$ cat config.mk
export PLATFORM = sky130hd
export DESIGN_NAME = ekts_dist
export DESIGN_NICKNAME = d
export VERILOG_FILES = /design/src/hdl/ekts_pkg.sv /design/src/hdl/ekts_dist.sv
export SDC_FILE = /design/constraint.sdc
export NUM_CORES = 2
export LEC_CHECK = 0
export BUFFER_PORTS_ARGS = -buffer_cell sky130_fd_sc_hd__buf_2
export CORE_MARGIN = 4
export CORE_UTILIZATION = 47
export CTS_CLUSTER_DIAMETER = 200
export DETAILED_ROUTE_END_ITERATION = 16
export SKIP_CTS_REPAIR_TIMING = 1
export SYNTH_ARGS = -nofsm -noshare
export SYNTH_HDL_FRONTEND = slang
export SYNTH_SLANG_ARGS = --single-unit
$ cat constraint.sdc
create_clock -name clk -period 8.4 [get_ports clk]
set_input_delay 1.68 -clock clk [delete_from_list [all_inputs] [get_ports clk]]
set_output_delay 1.68 -clock clk [all_outputs]
set_load 0.01 [all_outputs]
$ cat src/hdl/ekts_pkg.sv
// Package for the exact L2 top-k search core: sizes, op codes, list entry types.
// Used by every module in hdl/; depends on nothing.
package ekts_pkg;

  localparam int MAX_DIM = 128;
  localparam int MAX_K   = 64;
  localparam int ID_BITS = 20;

  localparam int VAL_W  = 16;
  localparam int DIST_W = 39;
  localparam int K_W    = 7;
  localparam int IDX_W  = (MAX_DIM > 1) ? $clog2(MAX_DIM) : 1;
  localparam int CNT_W  = $clog2(MAX_K + 1);

  localparam logic [K_W-1:0]    K_RESET  = K_W'(10);
  localparam logic [DIST_W-1:0] DIST_MAX = '1;

  typedef enum logic [1:0] {
    OP_QUERY  = 2'd0,
    OP_BASE   = 2'd1,
    OP_FINISH = 2'd2
  } op_t;

  // one slot of the sorted list, also used for an insert candidate
  typedef struct packed {
    logic                vld;
    logic [DIST_W-1:0]   dsq;
    logic [ID_BITS-1:0]  id;
  } ent_t;

  typedef struct packed {
    logic clear;
    logic shift;
  } cell_ctl_t;

  function automatic logic ranks_before(input logic [DIST_W-1:0] da,
                                        input logic [ID_BITS-1:0] ia,
                                        input logic [DIST_W-1:0] db,
                                        input logic [ID_BITS-1:0] ib);
    return (da < db) || ((da == db) && (ia < ib));
  endfunction

endpackage

$ cat src/hdl/ekts_dist.sv
// Distance front end: query store, component index, vector ids and the
// squared-difference accumulate pipeline. Depends on ekts_pkg.
module ekts_dist import ekts_pkg::*; (
  input  logic             clk,
  input  logic             rst_n,
  input  logic             acc_i,
  input  logic [1:0]       op_i,
  input  logic [VAL_W-1:0] val_i,
  input  logic             last_i,
  output ent_t             ins_o,
  output logic             fin_o
);

  logic [VAL_W-1:0]   mem [MAX_DIM];
  logic [VAL_W-1:0]   rd1_r;

  logic [IDX_W-1:0]   idx_r;
  logic [ID_BITS-1:0] vcnt_r;

  logic               base1_r, last1_r, fin1_r;
  logic [VAL_W-1:0]   val1_r;
  logic [ID_BITS-1:0] id1_r;

  logic               base2_r, last2_r, fin2_r;
  logic [ID_BITS-1:0] id2_r;
  logic [VAL_W-1:0]   mag2_r;

  logic               base3_r, last3_r, fin3_r;
  logic [ID_BITS-1:0] id3_r;
  logic [2*VAL_W-1:0] sq3_r;

  logic [DIST_W-1:0]  sum_r;
  logic               ins_vld_r, fin_r;
  logic [DIST_W-1:0]  ins_dist_r;
  logic [ID_BITS-1:0] ins_id_r;

  op_t                op;
  logic [IDX_W-1:0]   idx_nxt;
  logic [VAL_W:0]     diff;
  logic [VAL_W:0]     diff_abs;
  logic [DIST_W:0]    sum_wide;
  logic [DIST_W-1:0]  sum_sat;

  assign op = op_t'(op_i);

  always_comb begin
    if (last_i) begin
      idx_nxt = '0;
    end else if (idx_r < IDX_W'(MAX_DIM - 1)) begin
      idx_nxt = idx_r + IDX_W'(1);
    end else begin
      idx_nxt = idx_r;
    end
  end

  // query store, registered read every cycle
  always_ff @(posedge clk) begin
    if (acc_i && op == OP_QUERY) begin
      mem[idx_r] <= val_i;
    end
    rd1_r <= mem[idx_r];
  end

  assign diff     = {val1_r[VAL_W-1], val1_r} - {rd1_r[VAL_W-1], rd1_r};
  assign diff_abs = diff[VAL_W] ? (~diff + (VAL_W+1)'(1)) : diff;

  assign sum_wide = {1'b0, sum_r} + (DIST_W+1)'(sq3_r);
  assign sum_sat  = (sum_wide > {1'b0, DIST_MAX}) ? DIST_MAX : sum_wide[DIST_W-1:0];

  // control
  always_ff @(posedge clk) begin
    if (!rst_n) begin
      idx_r     <= '0;
      vcnt_r    <= '0;
      base1_r   <= 1'b0;
      fin1_r    <= 1'b0;
      base2_r   <= 1'b0;
      fin2_r    <= 1'b0;
      base3_r   <= 1'b0;
      fin3_r    <= 1'b0;
      sum_r     <= '0;
      ins_vld_r <= 1'b0;
      fin_r     <= 1'b0;
    end else begin
      base1_r <= 1'b0;
      fin1_r  <= 1'b0;
      if (acc_i) begin
        unique case (op)
          OP_QUERY: begin
            idx_r <= idx_nxt;
          end
          OP_BASE: begin
            idx_r   <= idx_nxt;
            base1_r <= 1'b1;
            if (last_i) begin
              vcnt_r <= vcnt_r + ID_BITS'(1);
            end
          end
          OP_FINISH: begin
            idx_r  <= '0;
            vcnt_r <= '0;
            fin1_r <= 1'b1;
          end
          default: begin
          end
        endcase
      end
      base2_r <= base1_r;
      fin2_r  <= fin1_r;
      base3_r <= base2_r;
      fin3_r  <= fin2_r;

      ins_vld_r <= base3_r && last3_r;
      fin_r     <= fin3_r;
      if (fin3_r || (base3_r && last3_r)) begin
        sum_r <= '0;
      end else if (base3_r) begin
        sum_r <= sum_sat;
      end
    end
  end

  // payload
  always_ff @(posedge clk) begin
    val1_r     <= val_i;
    last1_r    <= last_i;
    id1_r      <= vcnt_r;
    last2_r    <= last1_r;
    id2_r      <= id1_r;
    mag2_r     <= diff_abs[VAL_W-1:0];
    last3_r    <= last2_r;
    id3_r      <= id2_r;
    sq3_r      <= mag2_r * mag2_r;
    ins_dist_r <= sum_sat;
    ins_id_r   <= id3_r;
  end

  assign ins_o = '{vld: ins_vld_r, dsq: ins_dist_r, id: ins_id_r};
  assign fin_o = fin_r;

endmodule

* Word level (Yosys, flattened, before mapping)
Memories as Yosys holds them, arrays and structs flattened. A register that Yosys moved wholly into a read port is not among the register bits. Index checks and enable logic that the tools add are counted. Widths: inputs -> output; s select.
Cells by class: magnitude comparators 2, reduce and logical (&&, ||, !) cells 11, multipliers 1, bitwise logic cells 2, eq/ne operators 4, $add $sub $neg 5, multiplexer cells 11
Operator list (count):
- $add 39x32->40 | 1
- $gt 40x39->1 const B | 1
- $pmux 20 s2 | 1
- $mux 39 | 1
- $mul 16x16->32 | 1
- $add 20x1->20 const B | 1
- $mux 20 | 1
- $sub 16x16->17 | 1
- $add 16x1->16 const B | 1
- $mux 16 | 1
- $not 16->16 | 1
- $mux 7 | 2
- $pmux 7 s2 | 1
- $add 7x1->7 const B | 1
- $lt 7x7->1 const B | 1
- $reduce_and 3->1 | 2
- $mux 1 | 4
- $reduce_bool 2->1 | 2
- $reduce_or 2->1 | 2
- $ne 3x1->1 const B | 1
- $eq 2x1->1 const B | 1
- $eq 2x2->1 const B | 1
- $logic_and 1x1->1 | 2
- $logic_not 2->1 | 1
- 4 further kinds | 4
Word-level totals: bits in writable memories 2048, bits of input ports 22, bits in registers 260, memories 1, word-level logic and storage cells 59
Memory list:
- mem | words 128, width 16, read ports 1, clocked after Yosys merged registers in 1, wr ports 1, line ekts_dist.sv:14 | logic [VAL_W-1:0] mem [MAX_DIM];

* Longest topological paths before layout
word-level depth 4, gate-level depth with buffers 25, mapped depth without buffers 24

* Least setup slack after synthesis
No wires, ideal clock.
path type register -> register, start point register mag2_r[9], end point register sq3_r[30], path buffers 1, data required time 8294 ps, slack 2208 ps, cell stages (with the launch flop) 26, data arrival time 6086 ps, library setup time 106 ps, cells stage by stage dfxtp_1 clkbuf_1 nand2_1 inv_1 fa_1 inv_1 fa_1 inv_1 fa_1 inv_1 fa_1 inv_1 fa_1 inv_1 fa_1 inv_1 ha_1 nand3_1 a21oi_1 nor3_1 a21oi_1 o221ai_1 a21oi_1 o311ai_0 or4b_1 o311ai_0
On the way: word-level cells in the longest chain between the ends 1
Ends and longest elaborated chain:
- start: declaration | line ekts_dist.sv:26 | logic [VAL_W-1:0] mag2_r;
- start signal: assignment | line ekts_dist.sv:130 | mag2_r <= diff_abs[VAL_W-1:0];
- $mul 16x16->32 | line ekts_dist.sv:133 | sq3_r <= mag2_r * mag2_r;
- end signal: assignment | line ekts_dist.sv:133
- end: declaration | line ekts_dist.sv:30 | logic [2*VAL_W-1:0] sq3_r;
Every way passes these cells. A chain may end at the register's enable or synchronous reset.

* Worst setup path in the final report
start point register mag2_r[2], end point register sq3_r[31]
Same word-level chain as after synthesis.

==> metrics.cfg <==
[status]
status=complete, no violations

[critical_path]
crit_path_top_delay_cell=nor4_1
critPathLaunchType=register
crit_path_frequent_cell=inv_1
crit_arrival_ns=7.78
path_depth=24
crit_fanout=17
r2r_setup_slack_ns=1.34
rr_worst_depth=24
critPathKind=reg -> reg
path_buf_inv=7
crit_chain=nand2_1 > inv_1 > fa_1 > inv_1 > fa_1 > inv_1 > fa_1 > inv_1 > fa_1 > inv_1 > fa_1 > inv_1 > fa_1 > inv_1 > ha_1 > nand3_1 > nor4_1 > a2111oi_0 > nor4_1 > o2111ai_1 > a311oi_1 > o21a_1 > nor2_1 > xnor2_1
max_stage_delay_ns=0.56
cp-end-kind=register
reg2reg_from=mag2_r[2]
rr_endpoint=sq3_r[31]
cp-endpoint=sq3_r[31]
cp-startpoint=mag2_r[2]
path_delay_family=adder cells
crit_required_ns=9.12

[hold_path]
hold_path_class=reg -> reg

[yosys]
ys_seq_area_share_pct=72.9
synth_cell_types=81
yosysTopAreaCell=edfxtp_1
synthTopCellsByArea=edfxtp_1, dfxtp_1, a22oi_1
synth_top_area_share_pct=66.9
ys_warn_count=0
synthArstFlopShare_pct=0
synthFlopType=edfxtp_1
syn_inst=5838
syn_avg_cell_area_sq_um=15.7
ys_seq_elements=2323
synth_edf_count=2048
syn-cell-area_sq_um=91900
synth_fp_nets=6172

[placed_design]
routabilityCongestion=0.850
portBuffers=82
hpwl_microns=154000

[route]
drtIter0Drc=6637
drt_wl_total_microns=260000
ant_nets=0
num_vias=54500
drc=0
drt_first_pass_iters=6
avgViaCountPerCell=6.22
avgRoutedWirePerCell_microns=29.6

[grt]
antenna_found_initial=14
grt_max_degree=104
track_usage_pct=25.2
grt_pass1_vias=53400
grt_overflow=0
grt_pass1_wl_microns=377000

[timing]
setup_viol=0
slew_violations=0
period_share_pct=84.0
max_clock_freq_ghz=0.142
tns_ns=0
period_needed_ns=7.06
tightest_slew_ns=1.21
max-slew-margin-rel_pct=18.4
fin_skew_ns=0.0863
rsz0062_at_grt=false
hold_viol=0

[clock_network]
cts.reportedPaths.clkPinSlew_ns=0.06
cts_tree=done
cts_buffers=223
cts.sinks=2323
insertion_delay_ns=0.90
h-tree-depth=4
clockRootBuffer=clkbuf_16
cts.path.max_buffers=3

[finish]
area_delta_synth_final_pct=12.5
drive_gt1_share_pct=11.2
fin_nets=6372

[die]
io_pins=83
die_h_microns=450
start_util_pct=47.2
die_w_microns=450
fp-row-count=162
core_sq_um=195000
die_area_sq_um=203000

[job]
cap_violations=0

[cell families after synthesis]
group | synth area share [%]
AOI/OAI and AO/OA | 12.7
muxes | 0.470
DFF | 72.9
adders and majority gates | 5.59
and+or+nand+nor | 4.37
buffers and inverters | 2.88
xor gates and xnor gates | 1.01
[cells in the mapped netlist, drive strengths merged (121+ instances only)]
master  instances
edfxtp       2048
a22oi         698
inv           323
nor2          280
dfxtp         275
buf           193
nand2         184
fa            164
a22o          154
a221oi        151
clkbuf        148
ha            148
a21oi         121
[layout by cell type (no fill, tap or decap), types with 80 or more instances in the layout]
master / netlist / layout
dfxtp_1: 275 / 268
inv_1: 323 / 323
buf_4: 2 / 237
o21ai_0: 80 / 80
a221oi_1: 151 / 151
a22oi_1: 698 / 698
nand2_1: 184 / 183
nand4_1: 112 / 112
a31oi_1: 96 / 96
edfxtp_1: 2048 / 2048
a21oi_1: 121 / 121
clkbuf_16: 0 / 225
a22o_1: 154 / 154
nor2_1: 280 / 276
ha_1: 148 / 148
fa_1: 164 / 164
[per-layer routing]
layer,wire length (microns),up-vias,GRT usage [%]
met2,117000,2717,38.5
li1,-,23400,-
met3,26000,421,5.67
met5,77,-,0
met1,107000,28000,36.0
met4,9310,12,8.67
[stage by stage]
step | hold WS (ns) | instances | setup slack (ns) | area (sq um) | util, %
final | 0.300 | 8774 | 1.34 | 103000 | 53.1
after global routing | 0.308 | 8770 | 0.870 | 103000 | 53.1
after CTS | 0.294 | 8769 | 1.34 | 103000 | 53.1
after detailed placement | 0.312 | 8355 | 1.34 | 96100 | 49.4
after global placement | 0.310 | 8355 | 1.52 | 96100 | 49.4
after floorplan | 0.310 | 5838 | 2.21 | 91900 | -
[layout make-up]
class | instances | area [sq um]
clock buffer | 297 | 6040
tap | 2542 | 3180
inverter | 323 | 1210
clock inverter | 117 | 1210
sequential | 2323 | 67000
fill | 15700 | 91300
multi-input combinational | 2851 | 22300
antenna | 5 | 12.5
timing repair buffer | 316 | 2370
[state kept, by name, indices dropped and copies added (netlist names), 7 cells and up]
register	cells
mem	2048
ins_dist_r	39
sum_r	39
sq3_r	31
id1_r	20
id2_r	20
id3_r	20
ins_id_r	20
vcnt_r	20
mag2_r	16
rd1_r	16
val1_r	16
idx_r	7
[how the worst min path moves through the flow]
stage,start,endpoint,slack (ns),cells after the start
after floorplan,id1_r[0],id2_r[0],0.31,0
after global placement,id1_r[14],id2_r[14],0.31,0
after detailed placement,id1_r[0],id2_r[0],0.31,0
after CTS,id2_r[3],id3_r[3],0.29,0
after global routing,id2_r[3],id3_r[3],0.31,0
final,id2_r[3],id3_r[3],0.30,0
Power is left out: the tool's default activity adds up to more than one toggle a clock period on the data nets, which glitch-free logic cannot reach.
