**config.mk**
```make
export PLATFORM = sky130hd
export DESIGN_NAME = ekts_cell
export DESIGN_NICKNAME = d
export VERILOG_FILES = /design/src/hdl/ekts_pkg.sv /design/src/hdl/ekts_cell.sv
export SDC_FILE = /design/constraint.sdc
export NUM_CORES = 1
export LEC_CHECK = 0
export CAP_MARGIN = 10
export CELL_PAD_IN_SITES_DETAIL_PLACEMENT = 1
export CELL_PAD_IN_SITES_GLOBAL_PLACEMENT = 2
export CORE_MARGIN = 2
export CORE_UTILIZATION = 36
export CTS_CLUSTER_DIAMETER = 100
export DETAILED_ROUTE_END_ITERATION = 7
export DONT_BUFFER_PORTS = 1
export PLACE_DENSITY = 0.82
export SYNTH_ARGS = -nofsm -noshare
export SYNTH_HDL_FRONTEND = slang
export SYNTH_SLANG_ARGS = --single-unit
```
**constraint.sdc**
```tcl
create_clock -name clk -period 9.85 [get_ports clk]
set_clock_uncertainty 0.05 [all_clocks]
set_input_delay 2.955 -clock clk [delete_from_list [all_inputs] [get_ports clk]]
set_output_delay 2.955 -clock clk [all_outputs]
set_load 0.01 [all_outputs]
```
**src/hdl/ekts_pkg.sv**
```systemverilog
// Package for the exact L2 top-k search core: sizes, op codes, list entry types.
// Used by every module in hdl/; depends on nothing.
package ekts_pkg;

  localparam int MAX_DIM = 128;
  localparam int MAX_K   = 64;
  localparam int ID_BITS = 20;

  localparam int VAL_W  = 16;
  localparam int DIST_W = 39;
  localparam int K_W    = 7;
  localparam int IDX_W  = (MAX_DIM > 1) ? $clog2(MAX_DIM) : 1;
  localparam int CNT_W  = $clog2(MAX_K + 1);

  localparam logic [K_W-1:0]    K_RESET  = K_W'(10);
  localparam logic [DIST_W-1:0] DIST_MAX = '1;

  typedef enum logic [1:0] {
    OP_QUERY  = 2'd0,
    OP_BASE   = 2'd1,
    OP_FINISH = 2'd2
  } op_t;

  // one slot of the sorted list, also used for an insert candidate
  typedef struct packed {
    logic                vld;
    logic [DIST_W-1:0]   dsq;
    logic [ID_BITS-1:0]  id;
  } ent_t;

  typedef struct packed {
    logic clear;
    logic shift;
  } cell_ctl_t;

  function automatic logic ranks_before(input logic [DIST_W-1:0] da,
                                        input logic [ID_BITS-1:0] ia,
                                        input logic [DIST_W-1:0] db,
                                        input logic [ID_BITS-1:0] ib);
    return (da < db) || ((da == db) && (ia < ib));
  endfunction

endpackage

```
**src/hdl/ekts_cell.sv**
```systemverilog
// One slot of the sorted best list: compares the broadcast candidate with its
// own entry and trades entries with its neighbors. Depends on ekts_pkg.
module ekts_cell import ekts_pkg::*; (
  input  logic      clk,
  input  logic      rst_n,
  input  cell_ctl_t ctl_i,
  input  ent_t      cand_i,
  input  ent_t      left_i,
  input  logic      left_better_i,
  input  ent_t      right_i,
  output ent_t      ent_o,
  output logic      better_o
);

  logic               vld_r, vld_nxt;
  logic [DIST_W-1:0]  dist_r, dist_nxt;
  logic [ID_BITS-1:0] id_r, id_nxt;

  // an empty slot loses to any valid candidate
  assign better_o = cand_i.vld && (!vld_r || ranks_before(cand_i.dsq, cand_i.id, dist_r, id_r));

  always_comb begin
    vld_nxt  = vld_r;
    dist_nxt = dist_r;
    id_nxt   = id_r;
    priority if (ctl_i.clear) begin
      vld_nxt = 1'b0;
    end else if (ctl_i.shift) begin
      vld_nxt  = right_i.vld;
      dist_nxt = right_i.dsq;
      id_nxt   = right_i.id;
    end else if (better_o) begin
      if (left_better_i) begin
        vld_nxt  = left_i.vld;
        dist_nxt = left_i.dsq;
        id_nxt   = left_i.id;
      end else begin
        vld_nxt  = 1'b1;
        dist_nxt = cand_i.dsq;
        id_nxt   = cand_i.id;
      end
    end
  end

  always_ff @(posedge clk) begin
    if (!rst_n) begin
      vld_r <= 1'b0;
    end else begin
      vld_r <= vld_nxt;
    end
  end

  always_ff @(posedge clk) begin
    dist_r <= dist_nxt;
    id_r   <= id_nxt;
  end

  assign ent_o = '{vld: vld_r, dsq: dist_r, id: id_r};

endmodule

```
**After elaboration in Yosys (flattened, before gate mapping)**

Index checks and enable logic that the tools add are counted.

- Reduce and logical (&&, ||, !) cells: 8
- $lt $le $gt $ge: 2
- Muxes and demuxes: 9
- Bitwise operators: 2
- Equality and inequality tests: 1

Operator list:

| operator | count |
|---|---|
| $mux 39 | 3 |
| $mux 20 | 3 |
| $eq 39x39->1 | 1 |
| $lt 39x39->1 | 1 |
| $lt 20x20->1 | 1 |
| $mux 1 | 3 |
| $logic_and 1x1->1 | 2 |
| $logic_or 1x1->1 | 2 |
| $not 1->1 | 2 |
| $reduce_and 2->1 | 1 |
| $reduce_bool 2->1 | 1 |
| $reduce_or 2->1 | 1 |
| $logic_not 1->1 | 1 |

- Flip-flop bits (word level): 60
- Input bits: 185

**Depth between registers and ports, before layout**

Gate-level depths: netlist of the first run.

- Depth after elaboration: 7
- Depth in mapped cells: 9
- Mapped depth without buffers: 9

**Worst setup path after synthesis of the first run**

OpenSTA, ideal clock, no wires.

- Path kind: input to register
- Start: in cand_i[58] in the netlist's numbering
- End: reg dist_r[0], enable pin
- Library setup time: 0.549 ns
- Data required time: 9.251 ns
- Setup slack: 1.063 ns
- Cell stages on the path: 7
- Data arrival time: 8.187 ns
- Buffers on the path: 0
- Path through: ha_1 > nand4_1 > nor4_2 > nand4_1 > o31ai_2 > a211oi_1 > nor3_1

- Longest elaborated chain between the ends: 7
- Elaborated cells between the ends (all ways): 8

Ends and longest elaborated chain:

| element | line | source |
|---|---|---|
| start: declaration | ekts_cell.sv:7 | `input ent_t cand_i,` |
| branches (longest 2 deep; another with $lt 39x39->1) | -- |  |
| $logic_or 1x1->1 * | ekts_pkg.sv:40 | `return (da < db) \|\| ((da == db) && (ia < ib));` |
| $logic_or 1x1->1 * | ekts_cell.sv:20 | `assign better_o = cand_i.vld && (!vld_r \|\| ranks_before(cand_i.dsq, cand_i.id, dist_r, id_r));` |
| $logic_and 1x1->1 * | ekts_cell.sv:20 |  |
| $reduce_bool 2->1 (no line) * | -- |  |
| $reduce_and 2->1 (no line) * | -- |  |
| end signal: assignment | ekts_cell.sv:54 | `dist_r <= dist_nxt;` |
| end: declaration | ekts_cell.sv:16 | `logic [DIST_W-1:0] dist_r, dist_nxt;` |

Mark *: on every way between the ends.
A chain may end at the register's enable or synchronous reset.

**Worst setup path in the final report of the first run**

- Start: in cand_i[26] in the netlist's numbering
- End: out better_o

- Longest elaborated chain between the ends: 5
- Elaborated cells between the ends (all ways): 6

Ends and longest elaborated chain:

| element | line | source |
|---|---|---|
| branches (longest 2 deep; another with $lt 39x39->1) | -- |  |
| $logic_or 1x1->1 * | ekts_pkg.sv:40 |  |
| $logic_or 1x1->1 * | ekts_cell.sv:20 |  |
| $logic_and 1x1->1 * | ekts_cell.sv:20 |  |
| end: declaration | ekts_cell.sv:12 | `output logic better_o` |

Marked as above.

==> results of run 1 <==
==> worst min-delay path: stages (launching register included) <==
cell	delay, ns
dfxtp_1	0.51
o22a_1	0.20
o31a_1	0.10
==> worst paths after layout <==
check,startpoint,to,slack (ns)
worst max-delay path,cand_i[26],better_o,2.06
worst min-delay path,vld_r,vld_r,0.79
worst max register to register,dist_r[38],dist_r[13],6.71
worst min register to register,vld_r,vld_r,0.79
==> registers in the layout, indices dropped and copies added (netlist names) <==
| register | flops |
|---|---|
| id_r | 20 |
| dist_r | 39 |
| vld_r | 1 |
==> stage by stage <==
step	area, µm²	instances	total power (µW)
floorplan	4520	474	418
global placement	4660	623	430
detailed placement	4660	623	436
CTS	4910	638	716
global route	4910	638	742
finish	4910	638	704
==> synthesized netlist by cell type, types with 2 or more instances <==
library cell | number | area share (%)
nand4_1 | 12 | 1.7
ha_1 | 58 | 16
a211oi_1 | 3 | 0.50
a21oi_1 | 23 | 2.5
o21ai_0 | 69 | 7.6
nand3_1 | 2 | 0.22
nor3_1 | 5 | 0.55
nor2b_1 | 4 | 0.55
nand2_1 | 70 | 5.8
inv_1 | 60 | 5.0
a21o_1 | 5 | 0.83
nor2_1 | 6 | 0.50
edfxtp_1 | 59 | 39
mux2i_1 | 59 | 13
clkbuf_1 | 14 | 1.2
buf_2 | 6 | 0.66
o21bai_1 | 2 | 0.33
==> logic make-up after synthesis <==
kind of cell	count (synthesis)	share of synthesized area, %
muxes	59	13.1
adders and majority gates	58	16.1
AOI/OAI and AO/OA	110	13.5
and+or+nand+nor	106	10.7
buffers and inverters	81	6.98
DFF	60	39.7
==> layer usage <==
metal	global-route usage, %	vias to the layer above	wire length [µm]
met3	6.64	15	1170
met5	0	-	0
met1	20.5	1610	4930
met4	7.46	0	199
met2	33.6	158	6390
li1	-	1670	-
==> power by group through the flow <==
stage | Combinational (µW) | Sequential (µW) | Clock [µW]
after floorplan | 89.7 | 328 | 0
after global placement | 97.4 | 332 | 0
after detailed placement | 103 | 333 | 0
after CTS | 104 | 328 | 284
after global routing | 120 | 330 | 292
final | 101 | 327 | 276
==> final cells by class <==
| cell class | instances | area share [%] |
|---|---|---|
| multi-input cells | 333 | 49.2 |
| flip-flops and latches | 60 | 36.5 |
| clock buffers | 11 | 4.74 |
| inverters | 60 | 4.59 |
| well taps | 168 | 4.28 |
| clock inverters | 4 | 0.357 |
| repair buffers | 2 | 0.306 |
==> metrics.txt, run 1 <==
Clock power frac=39.2%; maximum clock frequency=0.128 GHz; CTS root buffer=clkbuf_16; CP Max Fanout=3; ANT cells=0; VDD IR max=0.0585 mV; Gate power share=14.3%; syn nets=717; Layout Utilization=40.5%; multi-input logic area=0.00241 mm²; Int Pwr=519 µW; Psw=185 µW; die footprint=0.0135 mm²; Die Y=116 µm; crit-path leading delay family=compound AO/OA/AOI/OAI gates; Vias/cell=5.41; die width=116 µm; EDFF count, synth=59; post-CTS setup buffer count=0; critical path depth=8; number of global-route vias before repair=3,751; Core Box Area=0.0121 mm²; reg2reg path depth=9; critical path's largest stage delay=0.39 ns; RSZ-0062 raised after global routing=false; gpl congestion=0.788; FFs w/ async S/R, synth=0%; worst skew pair latency=0.33 ns; WP data required=6.85 ns; Startpoint Class=primary input; drt pass-1 iters=4; number of fill cells=1,410; Worst-path clk slew=0.05 ns; DP Worst Slack=1.98 ns; Ports=246; # clock sinks=60; Slowest cell on crit path=a21oi_1; first-pass GRT wire length=19,100 µm; H-Tree Level Count=3; First DRT Iteration DRCs=98; initial antenna violation count=0; most used cell, CP=a21oi_1; sw frac=26.3%; leakage=0.00221 µW; GRT overflow=0; worst slew pin tran=0.580 ns; Post-DP HPWL=10,100 µm; top_reg_cell synth=edfxtp_1; Seq/Total Area, Yosys=39.7%; Final setup viols=0; Crit. End Element=output pin; post-layout min period=7.79 ns; Synth Area per Inst=9.53 µm²; starting density of the core=37.3%; ratio of final minimum period to clock period=79.1%; Hold Path Class=register to register; Final Max Tran Viols=0; Mapped Area=0.00452 mm²; area grow syn2layout=8.64%; row count=40; TritonCTS Buffers=9; final worst setup slack=2.06 ns; count of different cell masters after synthesis=34; WL per Instance=19.9 µm; critical path class=primary input to output pin; share of power burned in registers=46.5%; pin count of the biggest net entering global routing=123; layout cells sized above 1=3.83%; post-cts hold buffer count=0; Routed Antenna Nets=0; sequential cell area=0.00179 mm²; CTS tree=built; number of buffers inserted by port buffering=0; hold path cells=2; yosys warns=0; CTS resizes=0; relative slew slack=61.3%; status=finished, final reports clean; commonest non-fill, non-tap cell in the layout=nand2_1; synthesized instance count=474; clock tree buffer depth=2; most frequent cells in the layout=nand2_1, o21ai_0, inv_1; Tot GR Track Use=18.9%; WP buf/inv=0; FF+latch count, synth=60; final-stage net count=709; Worst Path Arrival=4.79 ns; total wire length=12,700 µm; via count=3,453; setup_tns=0 ns; worst-path cell chain=ha_1, nand4_1, a21oi_1, o21bai_1, a2111oi_2, o21ai_0, a21oi_1, nor2b_1; DR DRC count=0; worst hold slack=0.795 ns; Hold Fails Final Rpt=0; pwr/cell area=144 mW/mm²; max capacitance violation total=0
Note: power is estimated with default switching activity, not from simulation.
==> run 2: changes to the inputs <==
--- a/config.mk
+++ b/config.mk
@@ -9,11 +9,11 @@
 export CELL_PAD_IN_SITES_DETAIL_PLACEMENT = 1
 export CELL_PAD_IN_SITES_GLOBAL_PLACEMENT = 2
 export CORE_MARGIN = 2
-export CORE_UTILIZATION = 36
+export CORE_UTILIZATION = 32
 export CTS_CLUSTER_DIAMETER = 100
 export DETAILED_ROUTE_END_ITERATION = 7
 export DONT_BUFFER_PORTS = 1
-export PLACE_DENSITY = 0.82
+export PLACE_DENSITY = 0.77
 export SYNTH_ARGS = -nofsm -noshare
 export SYNTH_HDL_FRONTEND = slang
 export SYNTH_SLANG_ARGS = --single-unit
==> constraint.sdc (replaced) <==
create_clock -name clk -period 6.6 [get_ports clk]
set_clock_uncertainty 0.05 [all_clocks]
set_input_delay 1.98 -clock clk [delete_from_list [all_inputs] [get_ports clk]]
set_output_delay 1.98 -clock clk [all_outputs]
set_load 0.01 [all_outputs]
==> run 2 against run 1 <==
  * Design area up 0.54%
  * Sequential power up 49%
  * Routed wire length up 1.0%
  * Hold slack lost 0.028 ns
  * First-iteration DRC count rose by 8.2%
  * Clock-buffer cell count unchanged
  * Setup slack worse by 1.3 ns
  * Combinational power is 51% higher
==> metrics.txt, run 2 (same netlist as run 1, synthesis figures left out) <==
Hold Path Class=register to register; Final setup viols=0 (unchanged); CTS root buffer=clkbuf_16; status=finished, final reports clean; reg2reg end=id_r[4]; reg2reg start=dist_r[37]; max capacitance violation total=0 (unchanged); die width=123 µm (+5.9%); H-Tree Level Count=3 (unchanged); CTS tree=built; DR DRC count=0 (unchanged); reg2reg path depth=9 (unchanged); first-pass GRT wire length=19,100 µm (-0.43%); Worst-path clk slew=0.05 ns (about the same); biggest registers after layout=dist_r x39, id_r x20, vld_r x1; commonest non-fill, non-tap cell in the layout=nand2_1; Clock power frac=39.1% (about the same); First DRT Iteration DRCs=106 (+8.2%); Core Box Area=0.0138 mm² (+14%); ratio of final minimum period to clock period=88.6%; hold path startpoint=vld_r; WP data required=4.57 ns (-2.28 ns); GRT overflow=0 (unchanged); die footprint=0.0151 mm² (+12%); area grow syn2layout=9.22%; Crit. End Element=output pin; Psw=278 µW (+50%); max reg flops=39 (unchanged); hold path cells=2 (unchanged); VDD IR max=0.101 mV (+72%); Tot GR Track Use=16.9% (-2.0 points); hold endpoint=vld_r; met2 GRT Util=29.6% (-4.0 points); Post-DP HPWL=10,100 µm (-0.72%); setup_tns=0 ns (unchanged); final-stage net count=708 (-0.14%); share of power burned in registers=46.3% (-0.2 points); clock tree buffer depth=2 (unchanged); number of global-route vias before repair=3,720 (-0.83%); critical path class=primary input to output pin; post-layout min period=5.85 ns; register with the most flip-flops=dist_r; total wire length=12,800 µm (+1.0%); ANT cells=0 (unchanged); Routed Antenna Nets=0 (unchanged); row count=43 (+7.5%); CP Max Fanout=3 (unchanged); # clock sinks=60 (unchanged); gpl congestion=0.725 (-8.1%); number of buffers inserted by port buffering=0 (unchanged); Startpoint Class=primary input; met1 usage=18.4% (-2.0 points); layout cells sized above 1=3.62% (-0.21 points); pwr/cell area=214 mW/mm² (+49%); Gate power share=14.5% (+0.2 points); drt pass-1 iters=4 (unchanged); WL per Instance=19.7 µm (-0.69%); Final Max Tran Viols=0 (unchanged); starting density of the core=32.7% (-4.6 points); Worst Path Arrival=3.82 ns (-0.97 ns); CTS resizes=0 (unchanged); placed insts=634 (+1.8%); Ports=246 (unchanged); reg2reg setup slack=3.27 ns (-3.44 ns); pin count of the biggest net entering global routing=123 (unchanged); multi-input logic area=0.00242 mm² (+0.26%); Vias/cell=5.35 (-1.1%); final std cells w/o fill=649 (+1.7%); worst slew pin tran=0.710 ns (+0.130 ns); maximum clock frequency=0.171 GHz; Int Pwr=776 µW (+49%); RSZ-0062 raised after global routing=false; post-cts hold buffer count=0 (unchanged); relative slew slack=52.5% (-8.8 points); initial antenna violation count=0 (unchanged); post-CTS setup buffer count=0 (unchanged); GRT Max-Usage Layer=met2; TritonCTS Buffers=9 (unchanged); sequential cell area=0.00179 mm² (unchanged); Die Y=123 µm (+5.9%); Hold Fails Final Rpt=0 (unchanged); sw frac=26.4% (+0.097 points); met3 Use GR=5.76% (-0.88 points); number of fill cells=1,604 (+14%); worst skew pair latency=0.33 ns (about the same); most frequent cells in the layout=nand2_1, o21ai_0, inv_1; leakage=0.00221 µW (about the same); via count=3,475 (+0.64%)
[run 2: changes by cell type in the layout (fill, tap and decap cells not counted), sizes merged]
cell,delta
buf,-1
[run 2: how the worst max path moves through the flow]
stage | start | to | slack [ns]
after floorplan | cand_i[58] | dist_r[0] | 0.61
after global placement | cand_i[54] | better_o | 0.65
after global routing | cand_i[26] | better_o | 0.57
final | cand_i[26] | better_o | 0.75
after CTS | cand_i[58] | better_o | 0.70
after detailed placement | cand_i[58] | better_o | 0.71
[run 2: metrics by stage]
step           util [%]  worst slack (ns)  hold slack, ns  cell area [µm²]  total power (µW)
2_1_floorplan         -             0.609           0.555             4520               623
3_3_place_gp       33.9             0.648           0.761             4680               644
3_5_place_dp       33.9             0.706           0.758             4680               654
4_1_cts            35.7             0.699           0.779             4930              1080
5_1_grt            35.7             0.575           0.809             4930              1110
6_report           35.7             0.750           0.767             4930              1050
[run 2: layout make-up]
| class | count | share of cell area [%] |
|---|---|---|
| Timing Repair Buffer | 1 | 0.406 |
| Inverter | 60 | 4.57 |
| Clock inverter | 4 | 0.355 |
| Clock buffer | 11 | 4.72 |
| Multi-Input combinational cell | 333 | 49.1 |
| Sequential cell | 60 | 36.3 |
| Tap cell | 180 | 4.57 |
[run 2: worst max-delay path: stages]
cell and delay, ns:
ha_1 0.30, nand4_1 0.16, a21oi_1 0.16, o21bai_1 0.11
a2111oi_2 0.41, o21ai_0 0.17, a21oi_1 0.35, nor2b_1 0.17
[run 2: power by group through the flow]
stage	clock, µW	sequential, µW	combinational [µW]
finish	412	488	153
global route	442	491	181
CTS	428	489	158
detailed placement	0	496	157
global placement	0	496	148
floorplan	0	489	134
[run 2: routing by layer]
metal / wire length (µm) / share of wire (%) / vias up
li1: - / - / 1677
met3: 1240 / 9.7 / 12
met5: 0 / 0 / -
met4: 225 / 1.8 / 0
met2: 6300 / 49 / 151
met1: 5040 / 39 / 1635
==> run 3: changes to the inputs <==
--- a/config.mk
+++ b/config.mk
@@ -8,12 +8,12 @@
 export CAP_MARGIN = 10
 export CELL_PAD_IN_SITES_DETAIL_PLACEMENT = 1
 export CELL_PAD_IN_SITES_GLOBAL_PLACEMENT = 2
-export CORE_MARGIN = 2
+export CORE_MARGIN = 1.5
 export CORE_UTILIZATION = 32
 export CTS_CLUSTER_DIAMETER = 100
 export DETAILED_ROUTE_END_ITERATION = 7
 export DONT_BUFFER_PORTS = 1
-export PLACE_DENSITY = 0.77
+export PLACE_DENSITY_LB_ADDON = 0.1
 export SYNTH_ARGS = -nofsm -noshare
 export SYNTH_HDL_FRONTEND = slang
 export SYNTH_SLANG_ARGS = --single-unit
==> constraint.sdc (replaced) <==
create_clock -name clk -period 6.6 [get_ports clk]
set_clock_uncertainty 0.05 [all_clocks]
set_input_delay 1.98 -clock clk [delete_from_list [all_inputs] [get_ports clk]]
set_output_delay 1.98 -clock clk [all_outputs]
set_load 0.02 [all_outputs]
==> run 3 against run 2 <==
  * Critical path depth fell by 1
  * Routed wire length decreased by 6.3%
  * Setup slack got worse by 0.11 ns
  * Die area down 1.6%
  * Total power rose by 1.8%
  * Via count decreased by 2.1%
  * Final cell count increased by 0.31%
  * Register-to-register slack better by 0.11 ns
  * Non-clock buffer count is 1 higher
  * Sequential share of layout area barely moved
  * Fmax shrank 1.9%
  * Utilization is essentially flat
  * Largest cell class unchanged
  * Highest routed layer is now met5
==> metrics.txt, run 3 (same netlist as run 1, synthesis figures left out) <==
final-stage net count=709 (+0.14%); # clock sinks=60 (unchanged); CTS tree=built; starting density of the core=32.7% (unchanged); Ports=246 (unchanged); multi-input logic area=0.00242 mm² (unchanged); Hold Fails Final Rpt=0 (unchanged); Worst-path clk slew=0.05 ns (about the same); final instance area=0.00493 mm² (about the same); CTS resizes=0 (unchanged); Tot GR Track Use=16.0% (-0.83 points); number of fill cells=1,600 (-0.25%); Core Box Area=0.0138 mm² (unchanged); pwr/cell area=218 mW/mm² (+1.9%); Post-DP HPWL=9600 µm (-4.5%); Startpoint Class=primary input; post-layout min period=5.96 ns (+0.113 ns); critical path class=primary input to output pin; maximum clock frequency=0.168 GHz (-1.9%); final std cells w/o fill=651 (+0.31%); Gate power share=13.9% (-0.6 points); final worst setup slack=0.637 ns (-0.113 ns); row count=43 (unchanged); sequential cell area=0.00179 mm² (unchanged); Routed Antenna Nets=0 (unchanged); worst hold slack=0.821 ns (+0.0539 ns); leakage=0.00221 µW (about the same); max reg flops=39 (unchanged); Crit. Startpoint=cand_i[54]; total wire length=12,000 µm (-6.3%); met3 Use GR=8.19% (+2.4 points); commonest non-fill, non-tap cell in the layout=nand2_1; drt pass-1 iters=4 (unchanged); CP Max Fanout=3 (unchanged); placed insts=635 (+0.16%); hold path startpoint=vld_r; met2 GRT Util=27.9% (-1.7 points); initial antenna violation count=1 (+1); die footprint=0.0148 mm² (-1.6%); number of global-route vias before repair=3,464 (-6.9%); setup_tns=0 ns (unchanged); First DRT Iteration DRCs=65 (-39%); DP Worst Slack=0.569 ns (-0.137 ns); die width=122 µm (-0.81%); ANT cells=0 (unchanged); ratio of final minimum period to clock period=90.3% (+1.7 points); Int Pwr=779 µW (+0.47%); RSZ-0062 raised after global routing=false; Final setup viols=0 (unchanged); Worst Path Arrival=3.93 ns (+0.11 ns); WP data required=4.57 ns (about the same); H-Tree Level Count=3 (unchanged); number of buffers inserted by port buffering=0 (unchanged); reg2reg start=dist_r[38]; post-CTS setup buffer count=0 (unchanged); met1 usage=17.0% (-1.4 points); first-pass GRT wire length=17,900 µm (-6.0%); post-cts hold buffer count=0 (unchanged); Crit. End Element=output pin; VDD IR max=0.139 mV (+38%); register with the most flip-flops=dist_r; sw frac=27.4% (+0.98 points); pin count of the biggest net entering global routing=123 (unchanged); GRT Max-Usage Layer=met2; CTS root buffer=clkbuf_16; Hold Path Class=register to register; Clock power frac=38.8% (-0.3 points); TritonCTS Buffers=9 (unchanged); biggest registers after layout=dist_r x39, id_r x20, vld_r x1; WL per Instance=18.4 µm (-6.6%); gpl congestion=0.748 (+3.2%); max capacitance violation total=0 (unchanged); Vias/cell=5.23 (-2.4%); dpl cell area=0.00468 mm² (-0.11%); via count=3,403 (-2.1%); Psw=294 µW (+5.6%); DR DRC count=0 (unchanged); status=finished, final reports clean; relative slew slack=66.4% (+14 points); layout cells sized above 1=3.82% (+0.20 points); area grow syn2layout=9.20% (about the same); worst skew pair latency=0.33 ns (about the same); share of power burned in registers=47.3% (+1.0 points); Final Max Tran Viols=0 (unchanged); Die Y=122 µm (-0.81%); GRT overflow=0 (unchanged); clock tree buffer depth=2 (unchanged); most frequent cells in the layout=nand2_1, o21ai_0, inv_1; worst slew pin tran=0.505 ns (-0.205 ns)
[run 3: worst paths after layout]
path / endpoint / slack, ns / cells after the start
hold reg to reg: vld_r / 0.82 / 2
setup / recovery: better_o / 0.64 / 7
setup reg to reg: dist_r[19] / 3.38 / 9
hold / removal: vld_r / 0.82 / 2
[run 3: layout make-up]
class / count / share of cell area (%)
clock buffer: 13 / 4.87
inverter: 60 / 4.57
tap: 180 / 4.57
clock inverter: 3 / 0.279
sequential: 60 / 36.3
timing repair buffer: 2 / 0.304
multi-input combinational: 333 / 49.1
[run 3: power groups by stage]
stage / clock [µW] / combinational (µW) / sequential [µW]
global route: 446 / 177 / 511
finish: 416 / 149 / 507
floorplan: 0 / 135 / 508
global placement: 0 / 148 / 516
CTS: 434 / 154 / 508
detailed placement: 0 / 153 / 516
[run 3: worst max-delay path, cell delays in order]
cell	delay [ns]
ha_1	0.31
nand4_2	0.17
nor4_2	0.44
nand4_1	0.22
o31ai_2	0.30
a21oi_1	0.09
nor2b_1	0.42
[run 3: layer usage]
layer / share of wire [%] / vias to the layer above / wire length [µm]
met4: 1.3 / 2 / 156
met3: 10 / 13 / 1220
met5: 0.12 / - / 14
met2: 50 / 137 / 5970
li1: - / 1677 / -
met1: 39 / 1574 / 4650
[run 3: metrics by stage]
stage / total power (µW) / util, %
finish: 1070 / 35.7
global route: 1130 / 35.7
CTS: 1100 / 35.7
detailed placement: 669 / 33.8
global placement: 664 / 33.8
floorplan: 643 / -
